## config.mk

```make
export PLATFORM = sky130hd
export DESIGN_NAME = websocket_frame_deframer
export DESIGN_NICKNAME = d
export VERILOG_FILES = /design/src/design/wsd_pkg.sv /design/src/design/wsd_parse.sv /design/src/design/wsd_out_buf.sv /design/src/design/websocket_frame_deframer.sv
export SDC_FILE = /design/constraint.sdc
export NUM_CORES = 1
export LEC_CHECK = 0
export ABC_AREA = 1
export BUFFER_PORTS_ARGS = -buffer_cell sky130_fd_sc_hd__buf_2
export CORE_ASPECT_RATIO = 0.7
export CORE_MARGIN = 1.5
export CORE_UTILIZATION = 68
export CTS_BUF_LIST = sky130_fd_sc_hd__clkbuf_8
export DETAILED_ROUTE_END_ITERATION = 8
export PLACE_DENSITY = 0.85
export SETUP_SLACK_MARGIN = 0.2
export SYNTH_ARGS = -nofsm -noshare
export SYNTH_HDL_FRONTEND = slang
export SYNTH_SLANG_ARGS = --single-unit
```

## constraint.sdc

```tcl
create_clock -name clk -period 10 [get_ports clk]
set_input_delay 2 -clock clk [delete_from_list [all_inputs] [get_ports clk]]
set_output_delay 2 -clock clk [all_outputs]
set_load 0.01 [all_outputs]
```

## src/design/wsd_pkg.sv

```systemverilog
package wsd_pkg;

	// parse phases
	localparam logic [2:0] PH_FIRST   = 3'd0;
	localparam logic [2:0] PH_SECOND  = 3'd1;
	localparam logic [2:0] PH_EXT     = 3'd2;
	localparam logic [2:0] PH_KEY     = 3'd3;
	localparam logic [2:0] PH_PAYLOAD = 3'd4;

	localparam logic       KIND_HEADER  = 1'b0;
	localparam logic       KIND_PAYLOAD = 1'b1;

	localparam logic [6:0] LEN7_EXT16 = 7'd126;
	localparam logic [6:0] LEN7_EXT64 = 7'd127;
	localparam logic [3:0] EXT16_BYTES = 4'd2;
	localparam logic [3:0] EXT64_BYTES = 4'd8;
	localparam logic [2:0] KEY_BYTES   = 3'd4;

	typedef struct packed {
		logic        kind;
		logic        fin;
		logic [3:0]  opcode;
		logic        masked;
		logic [63:0] frame_len;
		logic [7:0]  data_byte;
		logic        last;
	} res_t;

endpackage

```

## src/design/wsd_parse.sv

```systemverilog
// Header/payload parser: state update and result for one byte.
module wsd_parse (
	input  logic              clk,
	input  logic              arst_n,
	input  logic              step,
	input  logic [7:0]        rx_byte,
	output logic              res_valid,
	output wsd_pkg::res_t     res
);

	logic [2:0]  phase_q,     phase_d;
	logic        fin_q,       fin_d;
	logic [3:0]  opcode_q,    opcode_d;
	logic        masked_q,    masked_d;
	logic [63:0] flen_q,      flen_d;
	logic [3:0]  ext_left_q,  ext_left_d;
	logic [31:0] key_q,       key_d;
	logic [2:0]  key_left_q,  key_left_d;
	logic [63:0] pay_left_q,  pay_left_d;
	logic [1:0]  key_idx_q,   key_idx_d;

	logic [6:0]  len7;
	logic [7:0]  kb;
	logic        hdr;   // header completes with this byte
	logic        len_done;

	always_comb begin
		phase_d    = phase_q;
		fin_d      = fin_q;
		opcode_d   = opcode_q;
		masked_d   = masked_q;
		flen_d     = flen_q;
		ext_left_d = ext_left_q;
		key_d      = key_q;
		key_left_d = key_left_q;
		pay_left_d = pay_left_q;
		key_idx_d  = key_idx_q;
		len7       = rx_byte[6:0];
		kb         = 8'd0;
		hdr        = 1'b0;
		len_done   = 1'b0;
		res_valid  = 1'b0;
		res        = '0;

		case (phase_q)
			wsd_pkg::PH_SECOND: begin
				masked_d = rx_byte[7];
				if (len7 inside {wsd_pkg::LEN7_EXT16, wsd_pkg::LEN7_EXT64}) begin
					flen_d     = 64'd0;
					ext_left_d = (len7 == wsd_pkg::LEN7_EXT16) ?
						wsd_pkg::EXT16_BYTES : wsd_pkg::EXT64_BYTES;
					phase_d    = wsd_pkg::PH_EXT;
				end else begin
					flen_d   = {57'd0, len7};
					len_done = 1'b1;
				end
			end
			wsd_pkg::PH_EXT: begin
				flen_d     = {flen_q[55:0], rx_byte};
				ext_left_d = ext_left_q - 4'd1;
				len_done   = (ext_left_q == 4'd1);
			end
			wsd_pkg::PH_KEY: begin
				key_d      = {key_q[23:0], rx_byte};
				key_left_d = key_left_q - 3'd1;
				hdr        = (key_left_q == 3'd1);
			end
			wsd_pkg::PH_PAYLOAD: begin
				if (masked_q) begin
					case (key_idx_q)
						2'd0:    kb = key_q[31:24];
						2'd1:    kb = key_q[23:16];
						2'd2:    kb = key_q[15:8];
						default: kb = key_q[7:0];
					endcase
				end
				key_idx_d  = key_idx_q + 2'd1;
				pay_left_d = pay_left_q - 64'd1;
				if (pay_left_q == 64'd1)
					phase_d = wsd_pkg::PH_FIRST;
				res_valid     = 1'b1;
				res.kind      = wsd_pkg::KIND_PAYLOAD;
				res.fin       = fin_q;
				res.opcode    = opcode_q;
				res.masked    = masked_q;
				res.frame_len = flen_q;
				res.data_byte = rx_byte ^ kb;
				res.last      = (pay_left_q == 64'd1);
			end
			default: begin
				// first header byte; spare phase codes land here too
				fin_d    = rx_byte[7];
				opcode_d = rx_byte[3:0];
				phase_d  = wsd_pkg::PH_SECOND;
			end
		endcase

		if (len_done) begin
			if (masked_d) begin
				key_d      = 32'd0;
				key_left_d = wsd_pkg::KEY_BYTES;
				phase_d    = wsd_pkg::PH_KEY;
			end else begin
				hdr = 1'b1;
			end
		end

		if (hdr) begin
			pay_left_d    = flen_d;
			key_idx_d     = 2'd0;
			phase_d       = (flen_d == 64'd0) ? wsd_pkg::PH_FIRST : wsd_pkg::PH_PAYLOAD;
			res_valid     = 1'b1;
			res.kind      = wsd_pkg::KIND_HEADER;
			res.fin       = fin_d;
			res.opcode    = opcode_d;
			res.masked    = masked_d;
			res.frame_len = flen_d;
			res.data_byte = 8'd0;
			res.last      = (flen_d == 64'd0);
		end
	end

	always_ff @(posedge clk or negedge arst_n) begin
		if (!arst_n) begin
			phase_q    <= wsd_pkg::PH_FIRST;
			fin_q      <= 1'b0;
			opcode_q   <= 4'd0;
			masked_q   <= 1'b0;
			flen_q     <= 64'd0;
			ext_left_q <= 4'd0;
			key_q      <= 32'd0;
			key_left_q <= 3'd0;
			pay_left_q <= 64'd0;
			key_idx_q  <= 2'd0;
		end else if (step) begin
			phase_q    <= phase_d;
			fin_q      <= fin_d;
			opcode_q   <= opcode_d;
			masked_q   <= masked_d;
			flen_q     <= flen_d;
			ext_left_q <= ext_left_d;
			key_q      <= key_d;
			key_left_q <= key_left_d;
			pay_left_q <= pay_left_d;
			key_idx_q  <= key_idx_d;
		end
	end

endmodule

```

## src/design/wsd_out_buf.sv

```systemverilog
// Result register with one skid entry behind it.
module wsd_out_buf (
	input  logic              clk,
	input  logic              arst_n,
	input  logic              push,
	input  wsd_pkg::res_t     push_res,
	output logic              can_push,
	output logic              out_valid,
	input  logic              out_ready,
	output wsd_pkg::res_t     out_res
);

	logic          main_vld_q;
	wsd_pkg::res_t main_q;
	logic          skid_vld_q;
	wsd_pkg::res_t skid_q;
	logic          load_main;

	assign can_push  = !skid_vld_q;
	assign out_valid = main_vld_q;
	assign out_res   = main_q;
	assign load_main = !main_vld_q || out_ready;

	always_ff @(posedge clk or negedge arst_n) begin
		if (!arst_n) begin
			main_vld_q <= 1'b0;
			skid_vld_q <= 1'b0;
		end else if (load_main) begin
			if (skid_vld_q) begin
				main_vld_q <= 1'b1;
				skid_vld_q <= 1'b0;
			end else begin
				main_vld_q <= push;
			end
		end else if (push) begin
			skid_vld_q <= 1'b1;
		end
	end

	always_ff @(posedge clk) begin
		if (load_main) begin
			if (skid_vld_q)
				main_q <= skid_q;
			else if (push)
				main_q <= push_res;
		end else if (push) begin
			skid_q <= push_res;
		end
	end

endmodule

```

## src/design/websocket_frame_deframer.sv

```systemverilog
// WebSocket frame deframer.
// Input channel (in_valid/in_ready, rx_byte): the received stream, one byte
// per request. Output channel (out_valid/out_ready): one result request per
// completed header (kind=0, data_byte=0) and one per payload byte (kind=1,
// unmasked with key byte index mod 4). fin, opcode, masked and
// frame_len repeat the current frame's values on every result; last
// marks the final payload byte, or the header itself when the length is 0.
// Bytes that only build up the header (first byte, length, extended
// length, masking key) produce no result.
// A result is registered in the result register, or in the skid entry while
// a result waits. Throughput: one byte per cycle while in_ready is high, with
// a combinational parser step (64-bit length decrement and compare) feeding the result register.
// A skid entry behind the result register keeps in_ready high for one
// further request while a result waits; in_ready falls only when both are
// full, and rises again as soon as out_ready drains one.
// Reset (arst_n low) clears all parse state and both output entries; the
// block then waits for the first header byte of a new frame.
module websocket_frame_deframer (
	input  logic        clk,
	input  logic        arst_n,
	input  logic        in_valid,
	output logic        in_ready,
	input  logic [7:0]  rx_byte,
	output logic        out_valid,
	input  logic        out_ready,
	output logic        kind,
	output logic        fin,
	output logic [3:0]  opcode,
	output logic        masked,
	output logic [63:0] frame_len,
	output logic [7:0]  data_byte,
	output logic        last
);

	logic          step;
	logic          res_valid;
	wsd_pkg::res_t res;
	wsd_pkg::res_t out_res;

	// a byte is taken whenever the skid entry is free
	assign step = in_valid && in_ready;

	wsd_parse u_parse (
		.clk       (clk),
		.arst_n    (arst_n),
		.step      (step),
		.rx_byte   (rx_byte),
		.res_valid (res_valid),
		.res       (res)
	);

	wsd_out_buf u_out (
		.clk       (clk),
		.arst_n    (arst_n),
		.push      (step && res_valid),
		.push_res  (res),
		.can_push  (in_ready),
		.out_valid (out_valid),
		.out_ready (out_ready),
		.out_res   (out_res)
	);

	assign kind      = out_res.kind;
	assign fin       = out_res.fin;
	assign opcode    = out_res.opcode;
	assign masked    = out_res.masked;
	assign frame_len = out_res.frame_len;
	assign data_byte = out_res.data_byte;
	assign last      = out_res.last;

endmodule

```

==> flow_metrics.env, run 1 <==
export IMPL_synth_seq_cells=340
export IMPL_layout_drive_gt1_share_pct=10.03
export IMPL_cts_buffers=50
export IMPL_place_gp_congestion=0.9706
export IMPL_avgSynthCellArea_um2=8.347
export IMPL_dr_wl_met2_um=19020
export IMPL_crit_path_start_kind="input pin"
export IMPL_power_leakage_nw=8.008
export IMPL_synth_edf_count=160
export IMPL_crit_top_cell="nand2_2"
export IMPL_routed_via_density=6.116
export IMPL_crit_type="in2reg"
export IMPL_die_h_um=135.3
export IMPL_grt_max_degree=107
export IMPL_synth_top_area_cell="edfxtp_1"
export IMPL_holdPathEnd="u_parse.opcode_q[1]"
export IMPL_postCtsSetupRepairBufs=0
export IMPL_tritoncts="yes"
export IMPL_drt_pre_antenna_iters=6
export IMPL_grt_pass1_wl_um=74350
export IMPL_cp_end_kind="flop"
export IMPL_ys_types=45
export IMPL_drtAntennaViolNets=0
export IMPL_power_mw=5.408
export IMPL_port_buffers=93
export IMPL_fin_crit_sh_pct=44.55
export IMPL_slew_violations=0
export IMPL_ctsHoldBuffers=0
export IMPL_htreeDepth=2
export IMPL_dr_first_iter_drc_count=2435
export IMPL_clkLatencyLatePin_ns=0.64
export IMPL_synthCells=2036
export IMPL_path_cells="buf_2, nand2_1, nor2_1, nand2_2, nand2_2, nand2_2, a21oi_4, nand2_1, nand2_2, buf_4, inv_2, buf_4, nor2_1, a31oi_1"
export IMPL_wl_met1_um=19940
export IMPL_finalHoldViolCount=0
export IMPL_cts_resized=0
export IMPL_routed_wl_met3_um=8141
export IMPL_yosysTopAreaCellShare_pct=28.27
export IMPL_setup_violations=0
export IMPL_dp_hpwl_um=32340
export IMPL_antenna_found_initial=1
export IMPL_worstPathMaxFanout=50
export IMPL_wl_per_cell_um=19.42
export IMPL_max_slew_margin_pct=26.63
export IMPL_core_um2=24620
export IMPL_rows=48
export IMPL_rsz0062_at_grt="no"
export IMPL_ioPinCount=94
export IMPL_tns_ns=0
export IMPL_maxCapViolCount=0
export IMPL_grt_pass1_vias=13470
export IMPL_crit_family="buffers and inverters"
export IMPL_clock_path_buffers=3
export IMPL_required_ns=10.46
export IMPL_synthFlopType="dfrtp_1"
export IMPL_wl_um=47970
export IMPL_crit_slowest_cell="buf_4"
export IMPL_gr_total_overflow=0
export IMPL_crit_path_max_incr_delay_ns=0.50
export IMPL_arrival_ns=4.92
export IMPL_drc=0
export IMPL_clk_pin_slew_ns=0.07
export IMPL_synth_area_top_cells="edfxtp_1, dfrtp_1, nand2_1"
export IMPL_hold_path_depth=2
export IMPL_yosysSeqAreaShare_pct=54.77
export IMPL_track_usage_pct=37.56
export IMPL_fillers=1689
export IMPL_syn_nets=2058
export IMPL_mostFrequentLayoutCells="nand2_1, nor2_1, dfrtp_1"
export IMPL_synth_area_um2=17000
export IMPL_via_count=15110
export IMPL_fp_dieW_um=192.0
export IMPL_initial_utilization_pct=69.02
export IMPL_cts_sinks=340
export IMPL_dr_max_layer_used="met4"
export IMPL_outcome="complete, no violations"
export IMPL_r2r_end="u_out.out_res[21]"
export IMPL_period_needed_ns=4.455
export IMPL_reg2reg_depth=7
export IMPL_dieArea_um2=25970
export IMPL_path_buf_inv=4
export IMPL_cts_root_buf="clkbuf_8"
export IMPL_fmax_mhz=224.5
export IMPL_nets=2124
export IMPL_async_flop_share_pct=52.94
export IMPL_final_common_cell="nand2_1"
export IMPL_area_growth_pct=9.858
export IMPL_hp_start="u_parse.opcode_q[1]"
export IMPL_worst_pin_slew_ns=1.089
export IMPL_fin_skew_ns=0.04237
export IMPL_power_density_nw_per_um2=289.6
export IMPL_ir_drop_mv=0.1766
export IMPL_reg2reg_slack_ns=5.87
export IMPL_hold_path_class="reg2reg"
export IMPL_reg2reg_from="u_out.skid_vld_q"
export IMPL_yosysWarningCount=0
-- per-stage QoR --
stage	utilization, %	instances	hold slack [ns]	area, um^2	worst slack [ns]
floorplan	-	2036	0.4530	17000	2.766
global placement	71.67	2375	0.4660	17650	5.077
detailed placement	71.67	2375	0.4732	17650	4.964
CTS	75.81	2469	0.4895	18670	5.608
global route	75.81	2469	0.5343	18670	5.353
finish	75.82	2470	0.4871	18670	5.545
-- worst max-delay path by stage --
stage	slack, ns	cells after the start	start	endpoint
6_report	5.55	14	rx_byte[1]	u_parse.pay_left_q[32]
5_1_grt	5.35	7	in_valid	u_out.out_res[21]
4_1_cts	5.61	7	in_valid	u_out.out_res[21]
3_5_place_dp	4.96	7	in_valid	u_out.out_res[68]
3_3_place_gp	5.08	7	in_valid	u_out.out_res[68]
2_1_floorplan	2.77	10	rx_byte[5]	u_out.out_res[0]
-- worst reg2reg max path: stages (launching register included) --
cell     delay [ns]
dfrtp_2        0.41
inv_2          0.63
nand2_1        0.12
buf_4          0.26
inv_2          0.52
nand2_2        0.17
a21oi_4        0.88
buf_4          0.69
-- kinds of logic after synthesis --
| kind of cell | after synthesis | synth area share [%] |
|---|---|---|
| AOI/OAI and AO/OA | 390 | 13.16 |
| xor gates and xnor gates | 49 | 2.525 |
| adders and majority gates | 10 | 0.7362 |
| buffers and inverters | 259 | 5.890 |
| DFF | 340 | 54.77 |
| and+or+nand+nor | 988 | 22.92 |
-- report_power, final --
part | switching, mW | leakage (nW) | total [mW] | internal, mW
Clock | 0.567 | 0.585 | 1.15 | 0.587
Sequential | 0.296 | 3.79 | 2.23 | 1.94
Combinational | 1.43 | 3.63 | 2.02 | 0.587
Total | 2.29 | 8.01 | 5.41 | 3.11
-- layout make-up --
type	count	area, um^2	share of cell area [%]
timing repair buffer	113	621.8	3.331
inverter	160	600.6	3.217
tap	325	406.6	2.178
multi-input combinational	1437	6709	35.93
clock buffer	58	798.3	4.276
antenna	1	2.502	0.01340
sequential	340	9310	49.87
clock inverter	36	221.5	1.186
-- state kept, by name (all words and copies together) (netlist names) --
name and cells:
u_parse.masked_q 1, u_parse.key_idx_q 2, u_parse.phase_q 3, u_out.skid_vld_q 1, u_parse.fin_q 1, u_out.out_valid 1
u_parse.opcode_q 4, u_out.skid_q 80, u_parse.key_left_q 3, u_parse.ext_left_q 4, u_parse.flen_q 64, u_parse.key_q 32
u_parse.pay_left_q 64, u_out.out_res 80
-- synthesized netlist by cell type (all sizes together), types with 13 or more instances --
library cell / n
nand4: 13
clkbuf: 71
xor2: 30
a21oi: 52
a211oi: 28
o21ai: 199
inv: 160
xnor2: 19
dfrtp: 180
nor2: 298
buf: 28
nand3: 43
nand2: 601
edfxtp: 160
a31oi: 44
o22ai: 33
nor3: 20
-- routing by layer --
metal | up-vias | track usage (%)
met5 | - | 0
met4 | 0 | 9.592
met3 | 83 | 14.27
met2 | 1126 | 48.56
met1 | 7025 | 58.65
li1 | 6873 | -
Power figures use the tool's default switching activity.
==> run 2, diff against run 1 <==
--- a/config.mk
+++ b/config.mk
@@ -9,10 +9,10 @@
 export BUFFER_PORTS_ARGS = -buffer_cell sky130_fd_sc_hd__buf_2
 export CORE_ASPECT_RATIO = 0.7
 export CORE_MARGIN = 1.5
-export CORE_UTILIZATION = 68
+export CORE_UTILIZATION = 57
 export CTS_BUF_LIST = sky130_fd_sc_hd__clkbuf_8
 export DETAILED_ROUTE_END_ITERATION = 8
-export PLACE_DENSITY = 0.85
+export PLACE_DENSITY = 0.76
 export SETUP_SLACK_MARGIN = 0.2
 export SYNTH_ARGS = -nofsm -noshare
 export SYNTH_HDL_FRONTEND = slang
==> constraint.sdc (replaced) <==
create_clock -name clk -period 3.7 [get_ports clk]
set_input_delay 0.74 -clock clk [delete_from_list [all_inputs] [get_ports clk]]
set_output_delay 0.74 -clock clk [all_outputs]
set_load 0.01 [all_outputs]
==> run 2 against run 1 <==
Die area is 19% higher. Clock skew shrank 0.0065 ns. Wire length rose by 3.3%. Global-route usage down 5.0 points. Flip-flop and latch count unchanged. Non-clock buffer count is 7 higher. Cell area rose by 1.0%. Register-to-register slack got worse by 5.4 ns. Total power increased to 2.7 times the previous value. Worst setup slack lost 5.1 ns. Sequential share of layout area down 0.50 points. Critical endpoint unchanged. Highest routed layer unchanged.
==> flow_metrics.env, run 2 (same netlist as run 1, synthesis figures left out) <==
export IMPL_htreeDepth=2
export IMPL_period_needed_ns=3.264
export IMPL_routed_via_density=5.872
export IMPL_die_h_um=147.5
export IMPL_track_usage_pct=32.54
export IMPL_cts_buffers=51
export IMPL_max_slew_margin_pct=28.78
export IMPL_p_comb_share_pct=37.7
export IMPL_area_growth_pct=10.97
export IMPL_final_common_cell="nand2_1"
export IMPL_cts_sinks=340
export IMPL_crit_top_cell="nand2_1"
export IMPL_dp_hpwl_um=34400
export IMPL_worst_pin_slew_ns=1.068
export IMPL_gr_total_overflow=0
export IMPL_rows=52
export IMPL_crit_path_start_kind="flop"
export IMPL_fillers=2347
export IMPL_port_buffers=93
export IMPL_nets=2132
export IMPL_post_route_util_pct=64.85
export IMPL_clockPowerShare_pct=21.2
export IMPL_crit_type="reg2reg"
export IMPL_arrival_ns=3.70
export IMPL_clk_pin_slew_ns=0.07
export IMPL_antenna_found_initial=0
export IMPL_wl_per_cell_um=19.58
export IMPL_fin_skew_ns=0.03583
export IMPL_mostFrequentLayoutCells="nand2_1, nor2_1, dfrtp_1"
export IMPL_dp_cells=2435
export IMPL_fin_crit_sh_pct=88.20
export IMPL_core_um2=29080
export IMPL_ioPinCount=94
export IMPL_seq_area_um2=9310
export IMPL_cp_end_kind="flop"
export IMPL_switching_share_pct=42.50
export IMPL_grt_max_degree=101
export IMPL_dr_first_iter_drc_count=2044
export IMPL_tns_ns=0
export IMPL_grt_pass1_vias=13520
export IMPL_tritoncts="yes"
export IMPL_finalHoldViolCount=0
export IMPL_ir_drop_mv=0.5417
export IMPL_initial_utilization_pct=58.44
export IMPL_slew_violations=0
export IMPL_drt_pre_antenna_iters=6
export IMPL_maxCapViolCount=0
export IMPL_rsz0062_at_grt="no"
export IMPL_drtAntennaViolNets=0
export IMPL_fmax_mhz=306.4
export IMPL_hold_path_class="in2async"
export IMPL_cts_root_buf="clkbuf_8"
export IMPL_layout_drive_gt1_share_pct=10.22
export IMPL_place_gp_congestion=0.9674
export IMPL_outcome="complete, no violations"
export IMPL_clock_path_buffers=3
export IMPL_via_count=14860
export IMPL_ctsHoldBuffers=0
export IMPL_reg2reg_depth=8
export IMPL_p_int_mw=8.490
export IMPL_worstPathMaxFanout=70
export IMPL_clkLatencyLatePin_ns=0.62
export IMPL_wl_um=49570
export IMPL_n_antenna_cell=0
export IMPL_dieArea_um2=30880
export IMPL_grt_pass1_wl_um=77300
export IMPL_power_frac_seq_pct=41.2
export IMPL_finalNonFillerCells=2531
export IMPL_multi_input_area_um2=6709
export IMPL_drc=0
export IMPL_switching_power_mw=6.274
export IMPL_postCtsSetupRepairBufs=0
export IMPL_crit_path_max_incr_delay_ns=0.75
export IMPL_required_ns=4.13
export IMPL_power_leakage_nw=8.079
export IMPL_fp_dieW_um=209.4
export IMPL_crit_slowest_cell="buf_4"
export IMPL_power_density_nw_per_um2=782.9
export IMPL_cts_resized=0
export IMPL_setup_violations=0
export IMPL_path_cells="inv_2, nand3_2, nand2_1, o21ai_2, a21oi_4, buf_4, nand2_1, a31oi_1"
run 2: cell types whose count changed in the layout (fill, tap and decap cells not counted), sizes merged:
cell / before / now
clkinv: 13 / 11
inv: 179 / 182
buf: 113 / 120
diode: 1 / 0
clkbuf: 58 / 59
run 2: cell type report:
| cell class | instances | share of cell area (%) |
|---|---|---|
| timing repair buffer | 120 | 3.908 |
| tap | 378 | 2.508 |
| inverter | 160 | 3.185 |
| multi-input combinational | 1437 | 35.57 |
| clock inverter | 37 | 1.154 |
| clock buffer | 59 | 4.306 |
| sequential | 340 | 49.37 |
run 2: routing by layer:
layer	global-route usage, %	wire length (um)
met3	14.09	8070
met5	0	0
met4	7.500	780
met1	51.64	21980
met2	39.80	18740
run 2: final timing paths:
kind,startpoint,endpoint,slack [ns]
worst max-delay path,u_parse.phase_q[2],u_parse.pay_left_q[32],0.44
worst min-delay path,arst_n,u_parse.key_q[11],0.14
worst max register to register,u_parse.phase_q[2],u_parse.pay_left_q[32],0.44
worst min register to register,u_parse.opcode_q[0],u_parse.opcode_q[0],0.50
max in group asynchronous,arst_n,u_out.skid_vld_q,2.76
min in group clk,rx_byte[2],u_parse.key_q[2],0.45
run 2: through the flow:
step	power, mW	area (um^2)	setup slack [ns]	hold WS (ns)
global placement	11.39	17830	0.2755	0.4654
global route	15.61	18860	0.3325	0.1831
floorplan	9.623	17010	0.2367	0.4444
finish	14.76	18860	0.4365	0.1421
detailed placement	11.51	17830	0.3666	0.4838
CTS	14.62	18860	0.5970	0.1552
run 2: worst max-delay path, delay by kind of cell (launching register included):
| family | cells | cell delay, ns |
|---|---|---|
| and+or+nand+nor | 3 | 0.72 |
| AOI/OAI and AO/OA | 3 | 1.00 |
| buffers and inverters | 2 | 0.87 |
| DFF | 1 | 0.44 |
run 2: power groups by stage:
stage	Sequential (mW)	Clock, mW	Combinational [mW]
6_report	6.08	3.13	5.56
5_1_grt	6.17	3.31	6.14
4_1_cts	6.03	3.15	5.44
3_5_place_dp	6.09	0	5.42
3_3_place_gp	6.08	0	5.31
2_1_floorplan	6.00	0	3.62
